[src/sv/mmbs_pkg.sv]
package mmbs_pkg;

    // Widths sized for the largest supported pyramid (4096 texels, 12 levels).
    localparam int DIMX_W = 13;
    localparam int LVL_W  = 4;
    localparam int NUM_W  = 20;
    localparam int Q_DEPTH = 2;

    localparam logic [15:0] FULL_SCALE = 16'hFFFF;
    localparam logic [33:0] Q28_ONE    = 34'h010000000;

    // Request codes.
    localparam logic REQ_WRITE  = 1'b0;
    localparam logic REQ_SAMPLE = 1'b1;

    // Configuration register indexes.
    localparam logic CFG_WIDTH  = 1'b0;
    localparam logic CFG_HEIGHT = 1'b1;

    // Pyramid shape shared by the front and back ends.
    typedef struct packed {
        logic [DIMX_W-1:0] width;
        logic [DIMX_W-1:0] height;
        logic [LVL_W-1:0]  nlev;
    } cfg_t;

    // One classified request waiting for the back end.
    typedef struct packed {
        logic               is_sample;
        logic               empty;
        logic               blend;
        logic [LVL_W-1:0]   lv_a;
        logic [LVL_W-1:0]   lv_b;
        logic [NUM_W-1:0]   num;
        logic [NUM_W-1:0]   den;
        logic signed [32:0] xq;
        logic signed [32:0] yq;
        logic [2:0]         wr_level;
        logic [15:0]        idx;
        logic [15:0]        value;
    } qitem_t;

endpackage

[src/sv/mmbs_front.sv]
module mmbs_front
    import mmbs_pkg::*;
#(
    parameter int MAX_DIM    = 256,
    parameter int MAX_LEVELS = 8
)
(
    input  logic               clk,
    input  logic               rst_n,
    input  logic               start,
    input  logic               req_type,
    input  logic [2:0]         level,
    input  logic [15:0]        texel_index,
    input  logic [15:0]        texel_value,
    input  logic signed [15:0] x_pos,
    input  logic signed [15:0] y_pos,
    input  logic [15:0]        radius,
    input  logic signed [15:0] cos_angle,
    input  logic signed [15:0] sin_angle,
    input  logic               cfg_we,
    input  logic               cfg_index,
    input  logic [8:0]         cfg_data,
    input  logic               q_full,
    output logic               busy,
    output logic               q_push,
    output qitem_t             q_item,
    output cfg_t               cfg
);

    localparam int DIM_W = $clog2(MAX_DIM + 1);

    logic [DIM_W-1:0] width_reg, height_reg;
    logic [31:0]      cfg_clamped;
    logic [DIM_W-1:0] min_dim;
    logic [LVL_W-1:0] nlev;

    logic               s1_valid_reg;
    logic               s1_type_reg;
    logic [2:0]         s1_level_reg;
    logic [15:0]        s1_idx_reg;
    logic [15:0]        s1_value_reg;
    logic [15:0]        s1_radius_reg;
    logic signed [31:0] p_cx_reg, p_sy_reg, p_cy_reg, p_sx_reg;

    logic                  accept;
    logic [MAX_LEVELS-1:0] hit;
    logic [LVL_W-1:0]      sel;
    logic [DIM_W-1:0]      w_hi, w_lo;
    logic [31:0]           num32, den32;

    assign accept = start && !busy;
    assign busy   = s1_valid_reg || q_full;
    assign q_push = s1_valid_reg && !q_full;

    // Register writes clamp to the largest supported dimension.
    assign cfg_clamped = (32'(cfg_data) > 32'(MAX_DIM)) ? 32'(MAX_DIM) : 32'(cfg_data);

    always_ff @(posedge clk or negedge rst_n)
    begin
        if (!rst_n)
        begin
            width_reg  <= '0;
            height_reg <= '0;
        end
        else if (cfg_we)
        begin
            unique case (cfg_index)
                CFG_WIDTH:  width_reg  <= cfg_clamped[DIM_W-1:0];
                CFG_HEIGHT: height_reg <= cfg_clamped[DIM_W-1:0];
                default:    width_reg  <= width_reg;
            endcase
        end
    end

    // Level count is the highest set bit of the smaller dimension, capped at MAX_LEVELS.
    always_comb
    begin
        min_dim = (width_reg < height_reg) ? width_reg : height_reg;
        nlev    = '0;
        for (int k = 1; k < DIM_W; k++)
        begin
            if (min_dim[k])
            begin
                nlev = LVL_W'(k);
            end
        end
        if (32'(nlev) > 32'(MAX_LEVELS))
        begin
            nlev = LVL_W'(MAX_LEVELS);
        end
    end

    assign cfg.width  = DIMX_W'(width_reg);
    assign cfg.height = DIMX_W'(height_reg);
    assign cfg.nlev   = nlev;

    // Capture stage: rotation products are formed as the request is taken.
    always_ff @(posedge clk or negedge rst_n)
    begin
        if (!rst_n)
        begin
            s1_valid_reg <= 1'b0;
        end
        else if (accept)
        begin
            s1_valid_reg <= 1'b1;
        end
        else if (q_push)
        begin
            s1_valid_reg <= 1'b0;
        end
    end

    always_ff @(posedge clk)
    begin
        if (accept)
        begin
            s1_type_reg   <= req_type;
            s1_level_reg  <= level;
            s1_idx_reg    <= texel_index;
            s1_value_reg  <= texel_value;
            s1_radius_reg <= radius;
            p_cx_reg      <= cos_angle * x_pos;
            p_sy_reg      <= sin_angle * y_pos;
            p_cy_reg      <= cos_angle * y_pos;
            p_sx_reg      <= sin_angle * x_pos;
        end
    end

    // Level selection: the first level narrower than the radius.
    always_comb
    begin
        for (int k = 0; k < MAX_LEVELS; k++)
        begin
            hit[k] = (32'(k) < 32'(nlev))
                  && ((32'(width_reg >> k) << 7) < 32'(s1_radius_reg));
        end
        sel = nlev;
        for (int k = MAX_LEVELS - 1; k >= 0; k--)
        begin
            if (hit[k])
            begin
                sel = LVL_W'(k);
            end
        end
        w_hi  = width_reg >> (sel - 1'b1);
        w_lo  = width_reg >> sel;
        num32 = (32'(w_hi) << 7) - 32'(s1_radius_reg);
        den32 = 32'(w_hi - w_lo) << 7;
    end

    // Classified request toward the back end.
    always_comb
    begin
        q_item.is_sample = (s1_type_reg == REQ_SAMPLE);
        q_item.empty     = (nlev == '0);
        q_item.blend     = (sel != nlev) && (sel != '0);
        q_item.lv_a      = (sel == '0) ? '0 : sel - 1'b1;
        q_item.lv_b      = sel;
        q_item.num       = num32[NUM_W-1:0];
        q_item.den       = den32[NUM_W-1:0];
        q_item.xq        = $signed({p_cx_reg[31], p_cx_reg}) + $signed({p_sy_reg[31], p_sy_reg});
        q_item.yq        = $signed({p_cy_reg[31], p_cy_reg}) - $signed({p_sx_reg[31], p_sx_reg});
        q_item.wr_level  = s1_level_reg;
        q_item.idx       = s1_idx_reg;
        q_item.value     = s1_value_reg;
    end

endmodule

[config.mk]
export PLATFORM = sky130hd
export DESIGN_NAME = mmbs_front
export DESIGN_NICKNAME = d
export VERILOG_FILES = /design/src/sv/mmbs_pkg.sv /design/src/sv/mmbs_front.sv
export SDC_FILE = /design/constraint.sdc
export NUM_CORES = 2
export LEC_CHECK = 0
export BUFFER_PORTS_ARGS = -buffer_cell sky130_fd_sc_hd__buf_4
export CORE_MARGIN = 4
export CORE_UTILIZATION = 50
export DETAILED_ROUTE_END_ITERATION = 16
export PLACE_DENSITY = 0.74
export SLEW_MARGIN = 0
export SYNTH_ARGS = -nofsm -noshare
export SYNTH_HDL_FRONTEND = slang
export SYNTH_SLANG_ARGS = --single-unit
[constraint.sdc]
create_clock -name clk -period 9.2 [get_ports clk]
set_clock_uncertainty 0.15 [all_clocks]
set_input_delay 0.92 -clock clk [delete_from_list [all_inputs] [get_ports clk]]
set_output_delay 0.92 -clock clk [all_outputs]
set_load 0.05 [all_outputs]
After elaboration in Yosys (flattened, before gate mapping). Cells that the tools add are included.

Bits in registers: 199. Bits in latches: 0. Memory bits (writable): 0. Bits in read-only memories: 0. Bits of input ports: 131. Output and inout port bits: 184. Logic and storage cells: 86. Memories kept: 0.

Add/sub/neg operators: 5. $mul: 4. Divide/modulo/power cells: 0. Order comparisons: 19. Eq/ne operators: 1. Shifts and indexed selects: 2. Multiplexer cells: 22. Bitwise operators: 1. Reduce and logical (&&, ||, !) cells: 20.

Operator list (number): multiplier 16 x 16 -> 32 bit (4); two-way mux 4 bit (11); adder 32 x 32 -> 33 bit (1); subtractor 32 x 32 -> 33 bit (1); two-way mux 9 bit (2); >> shifter 9 x 4 -> 9 bit (2); subtractor 16 x 16 -> 17 bit (1); less-than comparator 10 x 16 -> 1 bit (1); less-than comparator 11 x 16 -> 1 bit (1); less-than comparator 12 x 16 -> 1 bit (1); less-than comparator 13 x 16 -> 1 bit (1); less-than comparator 14 x 16 -> 1 bit (1); less-than comparator 15 x 16 -> 1 bit (1); less-than comparator 16 bit (1); less-than comparator 3 x 4 -> 1 bit (first input constant) (4); less-than comparator 9 x 16 -> 1 bit (1); two-way mux 3 bit (4); logical AND 1 bit (11); subtractor 9 x 9 -> 10 bit (1); greater-than comparator 9 bit (second input constant) (1); less-than comparator 9 bit (1); logical NOT 4 bit (2); less-than comparator 1 x 4 -> 1 bit (first input constant) (2); less-than comparator 2 x 4 -> 1 bit (first input constant) (2); other kinds (11) (16).

Logic depth before layout (Yosys ltp).
Depth in word-level cells: 25. Depth in mapped cells: 27. Depth with buffers taken out: 26.

Least setup slack after synthesis. No wires, ideal clock.

Path type: input to register. Start point: input port q_full. End point: register p_cx_reg[0] (enable). Setup time: 0.725 ns. Arrival: 8.903 ns. Required time: 8.325 ns. Slack: -0.579 ns. Stages on the path: 2. Path buffers: 0. Cells stage by stage: or2_2 -> nor2_1.

Cells in the longest elaborated chain, start to end: 3.

Ends and longest elaborated chain: start: declaration (RTL line mmbs_front.sv:23) `input logic q_full,`; logical OR 1 bit (RTL line mmbs_front.sv:52) `assign busy = s1_valid_reg || q_full;`; logical NOT 1 bit (RTL line mmbs_front.sv:51) `assign accept = start && !busy;`; logical AND 1 bit (RTL line mmbs_front.sv:51); named net accept (RTL line mmbs_front.sv:45) `logic accept;`; end signal: assignment (RTL line mmbs_front.sv:123) `p_cx_reg <= cos_angle * x_pos;`; end: declaration (RTL line mmbs_front.sv:43) `logic signed [31:0] p_cx_reg, p_sy_reg, p_cy_reg, p_sx_reg;`.

The timed path passes the listed nets, and every way through them passes these cells. A chain may end at the register's enable or synchronous reset.

==> reports/qor.yml <==
critical_path:
  worstSetupEndpointType: "primary output"
  worst-setup-path-type: "reg -> out"
  reg2regPathDepth: 4
  crit_fanout: 18
  rr_endpoint: "p_sx_reg[31]"
  start_kind: "flip-flop"
  r2r_slack_ns: 6.54
  critical_path.startpoint: "width_reg[4]"
  crit-reg2reg-launch: "s1_valid_reg"
  critPathArrivalTime_ns: 7.49
  required_ns: 8.13
logic_synthesis:
  ys_ff_latch: 199
  yosys_warnings: 0
  syn_avg_cell_area_um2: 9.38
  netlist_instances: 5495
  synth.distinct_cells: 86
  synth_edf_count: 180
  synth_area_mm2: 0.0515
  async_flop_share: 0.0955
  yosysSeqAreaShare: 0.114
  synth_ff_type: "edfxtp_1"
floorplanning:
  dieHeight_um: 329
  rows: 117
  die_x_um: 329
  io_pins: 315
  initial_core_util: 0.505
  core_mm2: 0.102
  dieArea_mm2: 0.108
finish:
  final_layout_size_suffix_gt1_frac: 0.0717
  syn_to_final_growth_pct: 7.49
  fin_nets: 7247
  fill_cells: 9149
clocking:
  tritoncts: "built"
  htree_levels: 4
  cts_buffer_depth: 2
  clk_latency_ns: 0.53
  cts_resized: 0
  cts_root_buffer: "clkbuf_16"
  path_clk_slew_ns: 0.10
  clock_sinks: 199
  cts-buffers-inserted: 17
  post_cts_buffers: 0
  hold_buffers: 0
place:
  dpl.hpwl_um: 96100
  io_buffers: 298
  gp_congestion: 0.861
sta:
  setup-violations-final: 0
  final.setup.tns_ns: 0
  hold_violations: 0
  final_max_slew_viol_count: 0
  period_share: 0.930
  worst_slew_pin_slew_ns: 1.18
  fmax_mhz: 117
  relSlewSlack: 0.216
  period_needed_ns: 8.56
  rsz0062_at_grt: "no"
detailed_routing:
  drtAntennaViolNets: 0
  post-route-drc-count: 0
  vias: 37400
  via_per_inst: 5.35
  dr.pass1.iters: 7
  drtIter0Drc: 2380
  wl_um: 123000
  post_drt_wl_per_cell_um: 17.5
flow_run:
  drv_cap: 0
global_route:
  grt_usage: 0.238
  grt_max_degree: 88
  grt_pass1_wl_um: 206000
  grt-ovfl-total: 0
  grt_pass1_vias: 40400
  antenna_found_initial: 9
min_path:
  hp-class: "in -> async"
outcome:
  outcome: "complete, no violations"
-- worst max-delay path by stage --
stage                         to  slack (ns)  cells past startpoint
floorplan            q_item[138]        0.83                     25
global placement    p_sy_reg[30]        1.09                     23
detailed placement  p_sx_reg[31]        1.09                     24
CTS                  q_item[114]        0.68                     20
global route         q_item[138]        0.23                     22
finish               q_item[114]        0.64                     20
-- critical path, cell delays in order (launching register included) --
cell	delay, ns
dfrtp_1	0.68
ha_1	0.45
and3_1	0.19
a31o_1	0.44
nand2_1	0.38
o221ai_1	0.31
o2111ai_1	0.22
a21boi_4	0.50
inv_1	0.16
ha_1	0.67
mux4_2	0.60
mux2i_2	0.26
nor2_2	0.12
xor2_1	0.18
ha_1	0.20
a21o_1	0.18
maj3_1	0.36
maj3_1	0.44
a21o_1	0.21
o311ai_1	0.10
buf_4	0.26
-- synthesized netlist by cell type, types with 6 or more instances --
library cell     n  area, um^2
dfrtp_1         19         475
nor2_1         169         634
nand2_1        669        2510
a21o_1          39         293
a2111oi_0        9        78.8
xor2_1          31         272
nor4_1           7        43.8
and3_1          33         206
a31oi_1         13        81.3
buf_4           24         180
nor2b_1         28         175
or3_1           28         175
a21boi_0        14         105
o21a_1          26         195
o21bai_1        28         210
or2_2           11        68.8
o21ai_1          7        35.0
nand3b_1         6        45.0
a31o_2           6        52.6
nand3_1         54         270
nor3_1          57         285
clkbuf_1       208         781
mux4_2           6         135
and2_1         418        2620
a211o_1          6        52.6
o31ai_1          9        67.6
xnor2_1        178        1560
o21ai_0         94         470
fa_1          1050       21000
inv_1         1223        4590
edfxtp_1       180        5410
ha_1           457        5720
nand2b_1        88         551
mux2i_1         16         160
a21oi_1        133         666
o211ai_1        15         113
a211oi_1        27         203
-- kinds of logic (layout without fill, tap and decap cells) --
family,after synthesis,count (layout),synth area share
compound gates,494,494,0.0640
buf+inv,1462,1574,0.108
other cells,1,21,0.0000728
flops,199,199,0.114
fa+ha+maj,1513,1513,0.520
mux,28,28,0.00709
xor+xnor,209,209,0.0355
simple gates,1589,1589,0.151
-- routing by layer --
layer,track usage,routed length (um),vias up
met5,0,41,-
met4,0.0927,5190,6
met3,0.0398,8260,217
met2,0.400,59700,1254
met1,0.310,49400,19000
li1,-,-,17000
-- through the flow --
step	utilization	hold slack [ns]	setup WS, ns	std cells	cell area (um^2)
2_1_floorplan	-	0.310	0.829	5510	51600
3_3_place_gp	0.536	0.325	1.09	6958	54700
3_5_place_dp	0.536	0.325	1.09	6958	54700
4_1_cts	0.543	0.0543	0.678	6990	55400
5_1_grt	0.543	0.0776	0.227	6992	55400
6_report	0.543	0.0879	0.642	6995	55400
-- layout make-up --
type | instances | area, um^2 | share of cell area
multi-input combinational | 3849 | 40100 | 0.725
sequential | 199 | 5880 | 0.106
inverter | 1223 | 4590 | 0.0829
timing repair buffer | 319 | 2390 | 0.0432
tap | 1368 | 1710 | 0.0309
clock buffer | 17 | 425 | 0.00768
clock inverter | 15 | 243 | 0.00438
antenna | 5 | 12.5 | 0.000226
-- layout by cell type (no fill, tap or decap), drive strengths merged, types with 6 or more instances in the layout --
cell type | netlist | layout
a2111oi | 11 | 11
a211o | 6 | 6
a211oi | 27 | 27
a21boi | 15 | 15
a21o | 39 | 39
a21oi | 133 | 133
a31o | 8 | 8
a31oi | 15 | 15
and2 | 418 | 418
and3 | 33 | 33
buf | 31 | 319
clkbuf | 208 | 17
conb | 1 | 16
dfrtp | 19 | 19
edfxtp | 180 | 180
fa | 1050 | 1050
ha | 457 | 457
inv | 1223 | 1233
maj3 | 6 | 6
mux2i | 17 | 17
mux4 | 6 | 6
nand2 | 669 | 669
nand2b | 88 | 88
nand3 | 55 | 55
nand3b | 6 | 6
nor2 | 171 | 171
nor2b | 28 | 28
nor3 | 59 | 59
nor4 | 10 | 10
o211ai | 16 | 16
o21a | 26 | 26
o21ai | 102 | 102
o21bai | 28 | 28
o31ai | 9 | 9
or2 | 11 | 11
or3 | 28 | 28
xnor2 | 178 | 178
xor2 | 31 | 31
Power is not shown: default switching activity piles up to over one toggle a cycle in this logic, so the estimate is an artifact.
