<file path="src/sv/mmbs_pkg.sv">
package mmbs_pkg;

    // Widths sized for the largest supported pyramid (4096 texels, 12 levels).
    localparam int DIMX_W = 13;
    localparam int LVL_W  = 4;
    localparam int NUM_W  = 20;
    localparam int Q_DEPTH = 2;

    localparam logic [15:0] FULL_SCALE = 16'hFFFF;
    localparam logic [33:0] Q28_ONE    = 34'h010000000;

    // Request codes.
    localparam logic REQ_WRITE  = 1'b0;
    localparam logic REQ_SAMPLE = 1'b1;

    // Configuration register indexes.
    localparam logic CFG_WIDTH  = 1'b0;
    localparam logic CFG_HEIGHT = 1'b1;

    // Pyramid shape shared by the front and back ends.
    typedef struct packed {
        logic [DIMX_W-1:0] width;
        logic [DIMX_W-1:0] height;
        logic [LVL_W-1:0]  nlev;
    } cfg_t;

    // One classified request waiting for the back end.
    typedef struct packed {
        logic               is_sample;
        logic               empty;
        logic               blend;
        logic [LVL_W-1:0]   lv_a;
        logic [LVL_W-1:0]   lv_b;
        logic [NUM_W-1:0]   num;
        logic [NUM_W-1:0]   den;
        logic signed [32:0] xq;
        logic signed [32:0] yq;
        logic [2:0]         wr_level;
        logic [15:0]        idx;
        logic [15:0]        value;
    } qitem_t;

endpackage

</file>
<file path="src/sv/mmbs_queue.sv">
module mmbs_queue
    import mmbs_pkg::*;
(
    input  logic   clk,
    input  logic   rst_n,
    input  logic   push,
    input  qitem_t push_item,
    input  logic   pop,
    output logic   q_valid,
    output qitem_t q_item,
    output logic   q_full
);

    localparam int PW = (Q_DEPTH > 1) ? $clog2(Q_DEPTH) : 1;
    localparam int CW = $clog2(Q_DEPTH + 1);

    qitem_t        entry_reg [Q_DEPTH];
    logic [PW-1:0] wr_ptr_reg, wr_ptr_next;
    logic [PW-1:0] rd_ptr_reg, rd_ptr_next;
    logic [CW-1:0] count_reg, count_next;

    assign q_valid = (count_reg != '0);
    assign q_full  = (count_reg == CW'(Q_DEPTH));
    assign q_item  = entry_reg[rd_ptr_reg];

    // Pointer and fill count update.
    always_comb
    begin
        wr_ptr_next = wr_ptr_reg;
        rd_ptr_next = rd_ptr_reg;
        count_next  = count_reg;
        if (push)
        begin
            wr_ptr_next = (wr_ptr_reg == PW'(Q_DEPTH - 1)) ? '0 : wr_ptr_reg + 1'b1;
        end
        if (pop)
        begin
            rd_ptr_next = (rd_ptr_reg == PW'(Q_DEPTH - 1)) ? '0 : rd_ptr_reg + 1'b1;
        end
        if (push && !pop)
        begin
            count_next = count_reg + 1'b1;
        end
        else if (pop && !push)
        begin
            count_next = count_reg - 1'b1;
        end
    end

    always_ff @(posedge clk or negedge rst_n)
    begin
        if (!rst_n)
        begin
            wr_ptr_reg <= '0;
            rd_ptr_reg <= '0;
            count_reg  <= '0;
        end
        else
        begin
            wr_ptr_reg <= wr_ptr_next;
            rd_ptr_reg <= rd_ptr_next;
            count_reg  <= count_next;
        end
    end

    // Entry storage needs no reset.
    always_ff @(posedge clk)
    begin
        if (push)
        begin
            entry_reg[wr_ptr_reg] <= push_item;
        end
    end

endmodule

</file>
<file path="config.mk">
export PLATFORM = sky130hd
export DESIGN_NAME = mmbs_queue
export DESIGN_NICKNAME = d
export VERILOG_FILES = /design/src/sv/mmbs_pkg.sv /design/src/sv/mmbs_queue.sv
export SDC_FILE = /design/constraint.sdc
export NUM_CORES = 1
export LEC_CHECK = 0
export BUFFER_PORTS_ARGS = -buffer_cell sky130_fd_sc_hd__buf_2
export CORE_AREA = 2 2 226 117
export CTS_BUF_LIST = sky130_fd_sc_hd__clkbuf_4 sky130_fd_sc_hd__clkbuf_8
export DETAILED_ROUTE_END_ITERATION = 6
export DIE_AREA = 0 0 228 119
export HOLD_SLACK_MARGIN = 0.03
export PLACE_DENSITY = 0.81
export SLEW_MARGIN = 20
export SYNTH_ARGS = -nofsm -noshare
export SYNTH_HDL_FRONTEND = slang
export SYNTH_SLANG_ARGS = --single-unit
export TNS_END_PERCENT = 20
</file>
<file path="constraint.sdc">
create_clock -name clk -period 12.28 [get_ports clk]
set_input_delay 2.456 -clock clk [delete_from_list [all_inputs] [get_ports clk]]
set_output_delay 2.456 -clock clk [all_outputs]
set_load 0.005 [all_outputs]
</file>
Word-level counts from Yosys, hierarchy flattened
Memories as Yosys holds them, arrays and structs flattened. Cells that the tools add are included.

$add $sub $neg: 4. Multiply operators: 0. Div/mod/pow operators: 0. Order comparisons: 0. Equality and inequality tests: 1. Shift operators: 0. Multiplexer cells: 6. Bitwise logic cells: 0. Reduce and logical (&&, ||, !) cells: 6.

Operators with widths (count): 2-to-1 mux 1 bit (4); 2-to-1 mux 2 bit (2); nonzero test 2 bit (2); adder 1 bit, second input constant (2); adder 2 x 1 -> 2 bit, second input constant (1); == test 2 bit, second input constant (1); logical AND 1 bit (2); logical NOT 1 bit (2); subtractor 2 x 1 -> 2 bit, second input constant (1).

Register bits after elaboration: 4. Bits in latches: 0. Bits in writable memories: 304. ROM bits: 0. Input port bits: 156. Output and inout port bits: 154. Memories kept: 1.

Memories: entry_reg (words 2, bits a word 152, rd ports 1, clocked after memory_dff 0, wr ports 1, line mmbs_queue.sv:17) `qitem_t entry_reg [Q_DEPTH];`.

Depth between registers and ports, before layout
Gate-level depths: netlist (run 1).

Depth after elaboration: 4. Depth in mapped cells: 5.

Worst setup path before layout (run 1)
OpenSTA, ideal clock, no wires.

Path kind: in2reg. Start: input port push. End: memory entry_reg[0][0] (netlist name) (enable). Setup time: 0.684 ns. Arrival: 9.029 ns. Data required time: 11.596 ns. Path slack: 2.567 ns. Stages: 1. Cell sequence: nor2b_1.

Word-level cells in the longest chain between the ends: 2.

RTL lines: start: declaration (line mmbs_queue.sv:6) `input logic push,`; 2-to-1 mux 1 bit (line mmbs_queue.sv:69) `if (push)`; 2-to-1 mux 1 bit (implied by the code) (line mmbs_queue.sv:71) `entry_reg[wr_ptr_reg] <= push_item;`; end: declaration (line mmbs_queue.sv:17).

No other way between the ends.

==> run summary, run 1 <==
Critical Path Start Type -> register
Critical path arrival -> 2730 ps
Total Power -> 3.146 mW
Post-synthesis cell count -> 489
#FFs+latches synth -> 308
Starting Density -> 44.77%
PD cells -> 221.2 mW/mm2
Wire per inst -> 18.94 um
Pre-Repair DR Iteration Count -> 4
CTS sink count -> 308
Area Overhead vs Synth -> 24.39%
Yosys warnings -> 0
H-tree levels -> 2
RSZ-0062 raised after global routing -> no
Final setup violation count -> 0
Gr usage total -> 16.73%
Post-synthesis sequential area ratio -> 80.72%
Placed Cells -> 1139
Post-synthesis cell type count -> 14
CP Capture Type -> output port
Worst EP required -> 9820 ps
Layout cells sized above 1 -> 61.85%
Post-Syn Area -> 0.01143 mm2
Vias per cell -> 4.801
Worst IR Drop VDD -> 0.0001503 V
Max Freq -> 192.7 MHz
Cts repair resizes -> 0
Final setup margin -> 7092 ps
Residual DRC -> 0
Initial antenna violation count -> 3
Total Wirelength -> 23120 um
Worst skew pair latency -> 550 ps
Cts bufs inserted -> 42
Min-delay worst type -> reg -> reg
Vias in the first global route -> 6134
Number of cell rows -> 42
Top Ports -> 310
Final ANT Viol Nets -> 0
Count of final hold-check violations -> 0
Net count after synthesis -> 646
Core area -> 0.02554 mm2
Tmin final -> 5188 ps
Via count -> 5862
Port buffer count -> 309
Multi-input gate area -> 0.002069 mm2
Setup TNS -> 0 ps
Max-capacitance violation count -> 0
Root buffer cell -> clkbuf_8
Hold buffers post-CTS -> 0
Total gr overflow -> 0
Highest Signal Layer -> met4
Finished Layout Cells -> 1221
Layout Skew -> 24.12 ps
Metal3 WL -> 1716 um
CP max FO -> 72
Met2 WL post-DR -> 10740 um
Static Leakage -> 5.552 nW
Worst Tran Pin Value -> 1092 ps
CTS Buffer Depth -> 3
Die height -> 119 um
Pre-CTS WS -> 7654 ps
Pins Over Slew Limit -> 0
Critical path type -> reg -> out
Synth area leaders -> edfxtp_1, mux2_4, mux2_2, buf_6, dfrtp_1
First-pass GRT wire length -> 34520 um
Largest register FFs -> 304
Final Core Density -> 55.69%
Status -> complete, no violations
Worst-path clk slew -> 70 ps
Die width -> 228 um
Fillers -> 1988
Reg area -> 0.009233 mm2
Die ar. -> 0.02713 mm2
Nets -> 988
Worst rel slew slack -> 27.19%
Gpl congestion -> 0.8016
Top-area cell type share of the netlist area -> 79.84%
# Post-CTS Setup Buffers -> 0
Met1 WL -> 10350 um
CTS tree -> done
Largest net degree at the start of global routing -> 73
Synth area leader -> edfxtp_1
Post-DP HPWL -> 15610 um
Crit share post-route -> 42.25%
Starting DRC count in detailed routing -> 381
Mean Syn Cell Area -> 23.38 um2
## placed cells by master, fill, tap and decap left out
cell / instances
or2_2: 1
and2_4: 1
dfrtp_4: 1
mux2_4: 70
clkbuf_4: 13
diode_2: 4
clkbuf_8: 45
nor2_1: 1
buf_4: 6
mux2_2: 82
bufinv_16: 3
edfxtp_1: 304
inv_1: 1
ha_1: 1
clkinv_1: 14
xor2_1: 4
nor2b_4: 1
dfrtp_1: 3
xnor2_1: 1
buf_2: 309
nor2b_1: 1
clkinv_2: 3
## critical path: stages, from the launching register on
cell	delay (ps)
dfrtp_4	660
buf_4	820
mux2_2	420
buf_2	140
## routing by layer
layer,track usage [%],up-vias
li1,-,2640
met1,23.44,2958
met2,25.46,226
met3,5.077,38
met4,4.779,0
met5,0,-
## worst paths after layout
path	from	to	slack (ps)	depth (start not counted)
setup / recovery	rd_ptr_reg	q_item[20]	7090	3
hold / removal	count_reg[1]	count_reg[1]	520	1
setup reg to reg	wr_ptr_reg	entry_reg[0][61]	10200	2
hold reg to reg	count_reg[1]	count_reg[1]	520	1
max in group asynchronous	rst_n	rd_ptr_reg	10410	1
min in group asynchronous	rst_n	count_reg[0]	1730	1
## cell usage after synthesis
| master | instances |
|---|---|
| mux2_4 | 70 |
| buf_2 | 8 |
| mux2_2 | 82 |
| xnor2_1 | 1 |
| inv_1 | 1 |
| ha_1 | 1 |
| xor2_1 | 4 |
| nor2_1 | 1 |
| and2_1 | 1 |
| dfrtp_1 | 4 |
| edfxtp_1 | 304 |
| buf_6 | 9 |
| or2_2 | 1 |
| nor2b_1 | 2 |
## cell families after synthesis
| group | after synthesis | share of synthesized area [%] |
|---|---|---|
| flops | 308 | 80.72 |
| buf+inv | 18 | 1.269 |
| simple gates | 5 | 0.2517 |
| xor+xnor | 5 | 0.3830 |
| fa+ha+maj | 1 | 0.1094 |
| mux | 152 | 17.27 |
## power breakdown
group | leakage (nW) | internal [mW] | switching [mW]
sequential | 2.90 | 1.40 | 0.0680
clock | 0.459 | 0.442 | 0.362
combinational | 2.19 | 0.462 | 0.415
## stage by stage
step / hold slack, ps / area [um2]
after floorplan: 447.4 / 11430
after global placement: 460.6 / 13340
after detailed placement: 502.0 / 13340
after CTS: 510.6 / 14210
after global routing: 518.1 / 14210
final: 516.5 / 14220
## area by class of cell
type | instances | share of cell area (%)
Inverter | 1 | 0.02639
Clock buffer | 58 | 5.041
Timing Repair Buffer | 315 | 11.19
Clock inverter | 20 | 1.108
Multi-Input combinational cell | 163 | 14.55
Sequential cell | 308 | 64.92
Tap cell | 352 | 3.097
Antenna cell | 4 | 0.07038
No activity file was read; power rests on OpenSTA's default activity.
==> run 2: changes to the inputs <==
--- a/config.mk
+++ b/config.mk
@@ -11,7 +11,7 @@
 export DETAILED_ROUTE_END_ITERATION = 6
 export DIE_AREA = 0 0 228 119
 export HOLD_SLACK_MARGIN = 0.03
-export PLACE_DENSITY = 0.81
+export PLACE_DENSITY = 0.84
 export SLEW_MARGIN = 20
 export SYNTH_ARGS = -nofsm -noshare
 export SYNTH_HDL_FRONTEND = slang
==> constraint.sdc (replaced) <==
create_clock -name clk -period 4.58 [get_ports clk]
set_input_delay 0.916 -clock clk [delete_from_list [all_inputs] [get_ports clk]]
set_output_delay 0.916 -clock clk [all_outputs]
set_load 0.005 [all_outputs]
==> run 2 against run 1 <==
Effect of this change:
- clock power rose to 2.6 times the previous value
- sequential share of layout area down 0.20 points
- sequential power grew to 2.7 times the previous value
- non-clock buffer count is 3 higher
- clock skew is 9.5 ps lower
- critical path type unchanged
- utilization is 0.17 points higher
- global-route usage decreased by 0.27 points
- critical endpoint is now q_item[41]
- power grew to 2.7 times the previous value
- wire length fell by 1.4%
- design area rose by 0.31%
- via count decreased by 0.78%
==> run summary, run 2 (same netlist as run 1, synthesis figures left out) <==
Layout Skew -> 14.59 ps (was 24.12 ps)
Nets -> 992 (was 988)
CP max FO -> 78 (was 72)
Pre-Repair DR Iteration Count -> 4 (unchanged)
Worst Tran Pin Value -> 962.7 ps (was 1092 ps)
Worst EP required -> 3660 ps (was 9820 ps)
CTS sink count -> 308 (unchanged)
Initial antenna violation count -> 5 (was 3)
Worst IR Drop VDD -> 0.0004139 V (was 0.0001503 V)
Worst skew pair latency -> 540 ps (was 550 ps)
Pins Over Slew Limit -> 0 (unchanged)
Post-DP Area -> 0.01341 mm2 (was 0.01334 mm2)
CTS Buffer Depth -> 3 (unchanged)
Slowest stage delay, CP -> 860 ps (was 820 ps)
Core area -> 0.02554 mm2 (unchanged)
Starting Density -> 44.77% (unchanged)
Gr usage total -> 16.45% (was 16.73%)
Vias in the first global route -> 5909 (was 6134)
Largest register FFs -> 304 (unchanged)
PD cells -> 588.5 mW/mm2 (was 221.2 mW/mm2)
Final ANT Viol Nets -> 0 (unchanged)
Cts repair resizes -> 0 (unchanged)
Final instance area -> 0.01427 mm2 (was 0.01422 mm2)
Worst rel slew slack -> 35.69% (was 27.19%)
Commonest non-fill, non-tap cell in the layout -> buf_2 (unchanged)
Port buffer count -> 309 (unchanged)
Pint -> 6.095 mW (was 2.302 mW)
Crit path max-delay family -> flip-flops (was buffers and inverters)
Number of cell rows -> 42 (unchanged)
Layout cells sized above 1 -> 61.91% (was 61.85%)
Wire per inst -> 18.61 um (was 18.94 um)
CP endpoint -> q_item[41] (was q_item[20])
Total Power -> 8.396 mW (was 3.146 mW)
Largest net degree at the start of global routing -> 103 (was 73)
WP depth -> 3 (unchanged)
RSZ-0062 raised after global routing -> no (unchanged)
Reg2Reg Capture Point -> entry_reg[0][23] (was entry_reg[0][61])
CP Capture Type -> output port (unchanged)
Total Wirelength -> 22790 um (was 23120 um)
Final setup violation count -> 0 (unchanged)
H-tree levels -> 2 (unchanged)
Critical Path Start Type -> register (unchanged)
Max Freq -> 290.0 MHz
First-pass GRT wire length -> 33930 um (was 34520 um)
Die height -> 119 um (unchanged)
Status -> complete, no violations (unchanged)
Worst-path clk slew -> 70 ps (about the same)
Sw power -> 2.301 mW (was 0.8444 mW)
Post-DP HPWL -> 15390 um (was 15610 um)
Total gr overflow -> 0 (unchanged)
Sequential share of power -> 47.1% (was 46.6%)
Hold buffers post-CTS -> 0 (unchanged)
Cts bufs inserted -> 43 (was 42)
Via count -> 5816 (was 5862)
Switching Share -> 27.40% (was 26.84%)
Logic gate share of total power -> 28.0% (was 27.9%)
Vias per cell -> 4.748 (was 4.801)
Area Overhead vs Synth -> 24.78% (was 24.39%)
Die ar. -> 0.02713 mm2 (unchanged)
Starting DRC count in detailed routing -> 360 (was 381)
Clock power share -> 24.9% (was 25.5%)
Crit share post-route -> 75.29%
Static Leakage -> 5.558 nW (was 5.552 nW)
Min-delay worst type -> in -> async (was reg -> reg)
Cells along the critical path -> buf_12 -> mux2_2 -> buf_2 (was buf_4 -> mux2_2 -> buf_2)
Tmin final -> 3448 ps
Worst path slowest cell -> dfrtp_4 (was buf_4)
Reg2Reg Setup Slack -> 2600 ps (was 10200 ps)
Critical path arrival -> 2530 ps (was 2730 ps)
FF-to-FF path depth -> 2 (unchanged)
Count of final hold-check violations -> 0 (unchanged)
CTS tree -> done (unchanged)
Gpl congestion -> 0.7799 (was 0.8016)
Die width -> 228 um (unchanged)
Max-capacitance violation count -> 0 (unchanged)
Top Ports -> 310 (unchanged)
Residual DRC -> 0 (unchanged)
# Post-CTS Setup Buffers -> 0 (unchanged)
Most frequent cells in the layout -> buf_2, edfxtp_1, mux2_2 (unchanged)
Critical path type -> reg -> out (unchanged)
R2r startpoint -> wr_ptr_reg (unchanged)
Root buffer cell -> clkbuf_8 (unchanged)
Worst Path Buf+Inv -> 2 (unchanged)
Setup crit start -> rd_ptr_reg (unchanged)
[run 2: cell types whose count changed in the layout (fill, tap and decap cells not counted)]
cell | previous run | this run
buf_12 | 0 | 4
clkbuf_4 | 13 | 9
clkinvlp_4 | 0 | 3
clkinv_2 | 3 | 5
buf_4 | 6 | 5
bufinv_16 | 3 | 2
clkbuf_8 | 45 | 44
clkinv_1 | 14 | 15
inv_6 | 0 | 1
[run 2: routing by layer]
metal,track usage [%],routed length [um],vias up
met3,5.388,1721,46
li1,-,-,2644
met2,23.95,10190,238
met5,0,0,-
met4,6.373,534,0
met1,23.05,10350,2888
[run 2: per-stage QoR]
stage | TNS, ps | instances | hold WS, ps | setup WS [ps] | util [%]
2_1_floorplan | -47740 | 489 | 447.4 | -314.1 | -
3_5_place_dp | 0 | 1142 | 467.5 | 1691 | 52.51
4_1_cts | 0 | 1221 | 115.0 | 1053 | 55.82
6_report | 0 | 1225 | 162.4 | 1132 | 55.86
3_3_place_gp | 0 | 1142 | 460.9 | 1715 | 52.51
5_1_grt | 0 | 1225 | 121.1 | 993.4 | 55.86
[run 2: how the worst min path moves through the flow]
| stage | from | depth (start not counted) | slack [ps] | endpoint |
|---|---|---|---|---|
| after global placement | count_reg[1] | 1 | 460 | count_reg[1] |
| final | rst_n | 1 | 160 | rd_ptr_reg |
| after CTS | rst_n | 1 | 110 | rd_ptr_reg |
| after detailed placement | count_reg[1] | 1 | 470 | count_reg[1] |
| after global routing | rst_n | 1 | 120 | rd_ptr_reg |
| after floorplan | count_reg[1] | 1 | 450 | count_reg[1] |
[run 2: worst reg2reg max path, cell delays in order (launching register included)]
cell	delay (ps)
dfrtp_1	430
nor2b_4	760
buf_4	450
[run 2: power groups by stage]
stage          Clock, mW  Sequential (mW)  Combinational [mW]
6_report            2.09             3.95                2.35
3_3_place_gp           0             3.99                2.36
2_1_floorplan          0             3.95                1.56
4_1_cts             2.15             3.97                2.39
3_5_place_dp           0             4.02                2.37
5_1_grt             2.27             4.01                2.51
[run 2: final cells by class]
class / instances / area (um2)
Clock inverter: 26 / 172.7
Antenna cell: 4 / 10.01
Timing Repair Buffer: 318 / 1664
Fill cell: 1960 / 11270
Inverter: 1 / 3.754
Clock buffer: 53 / 673.1
Sequential cell: 308 / 9233
Multi-Input combinational cell: 163 / 2069
Tap cell: 352 / 440.4
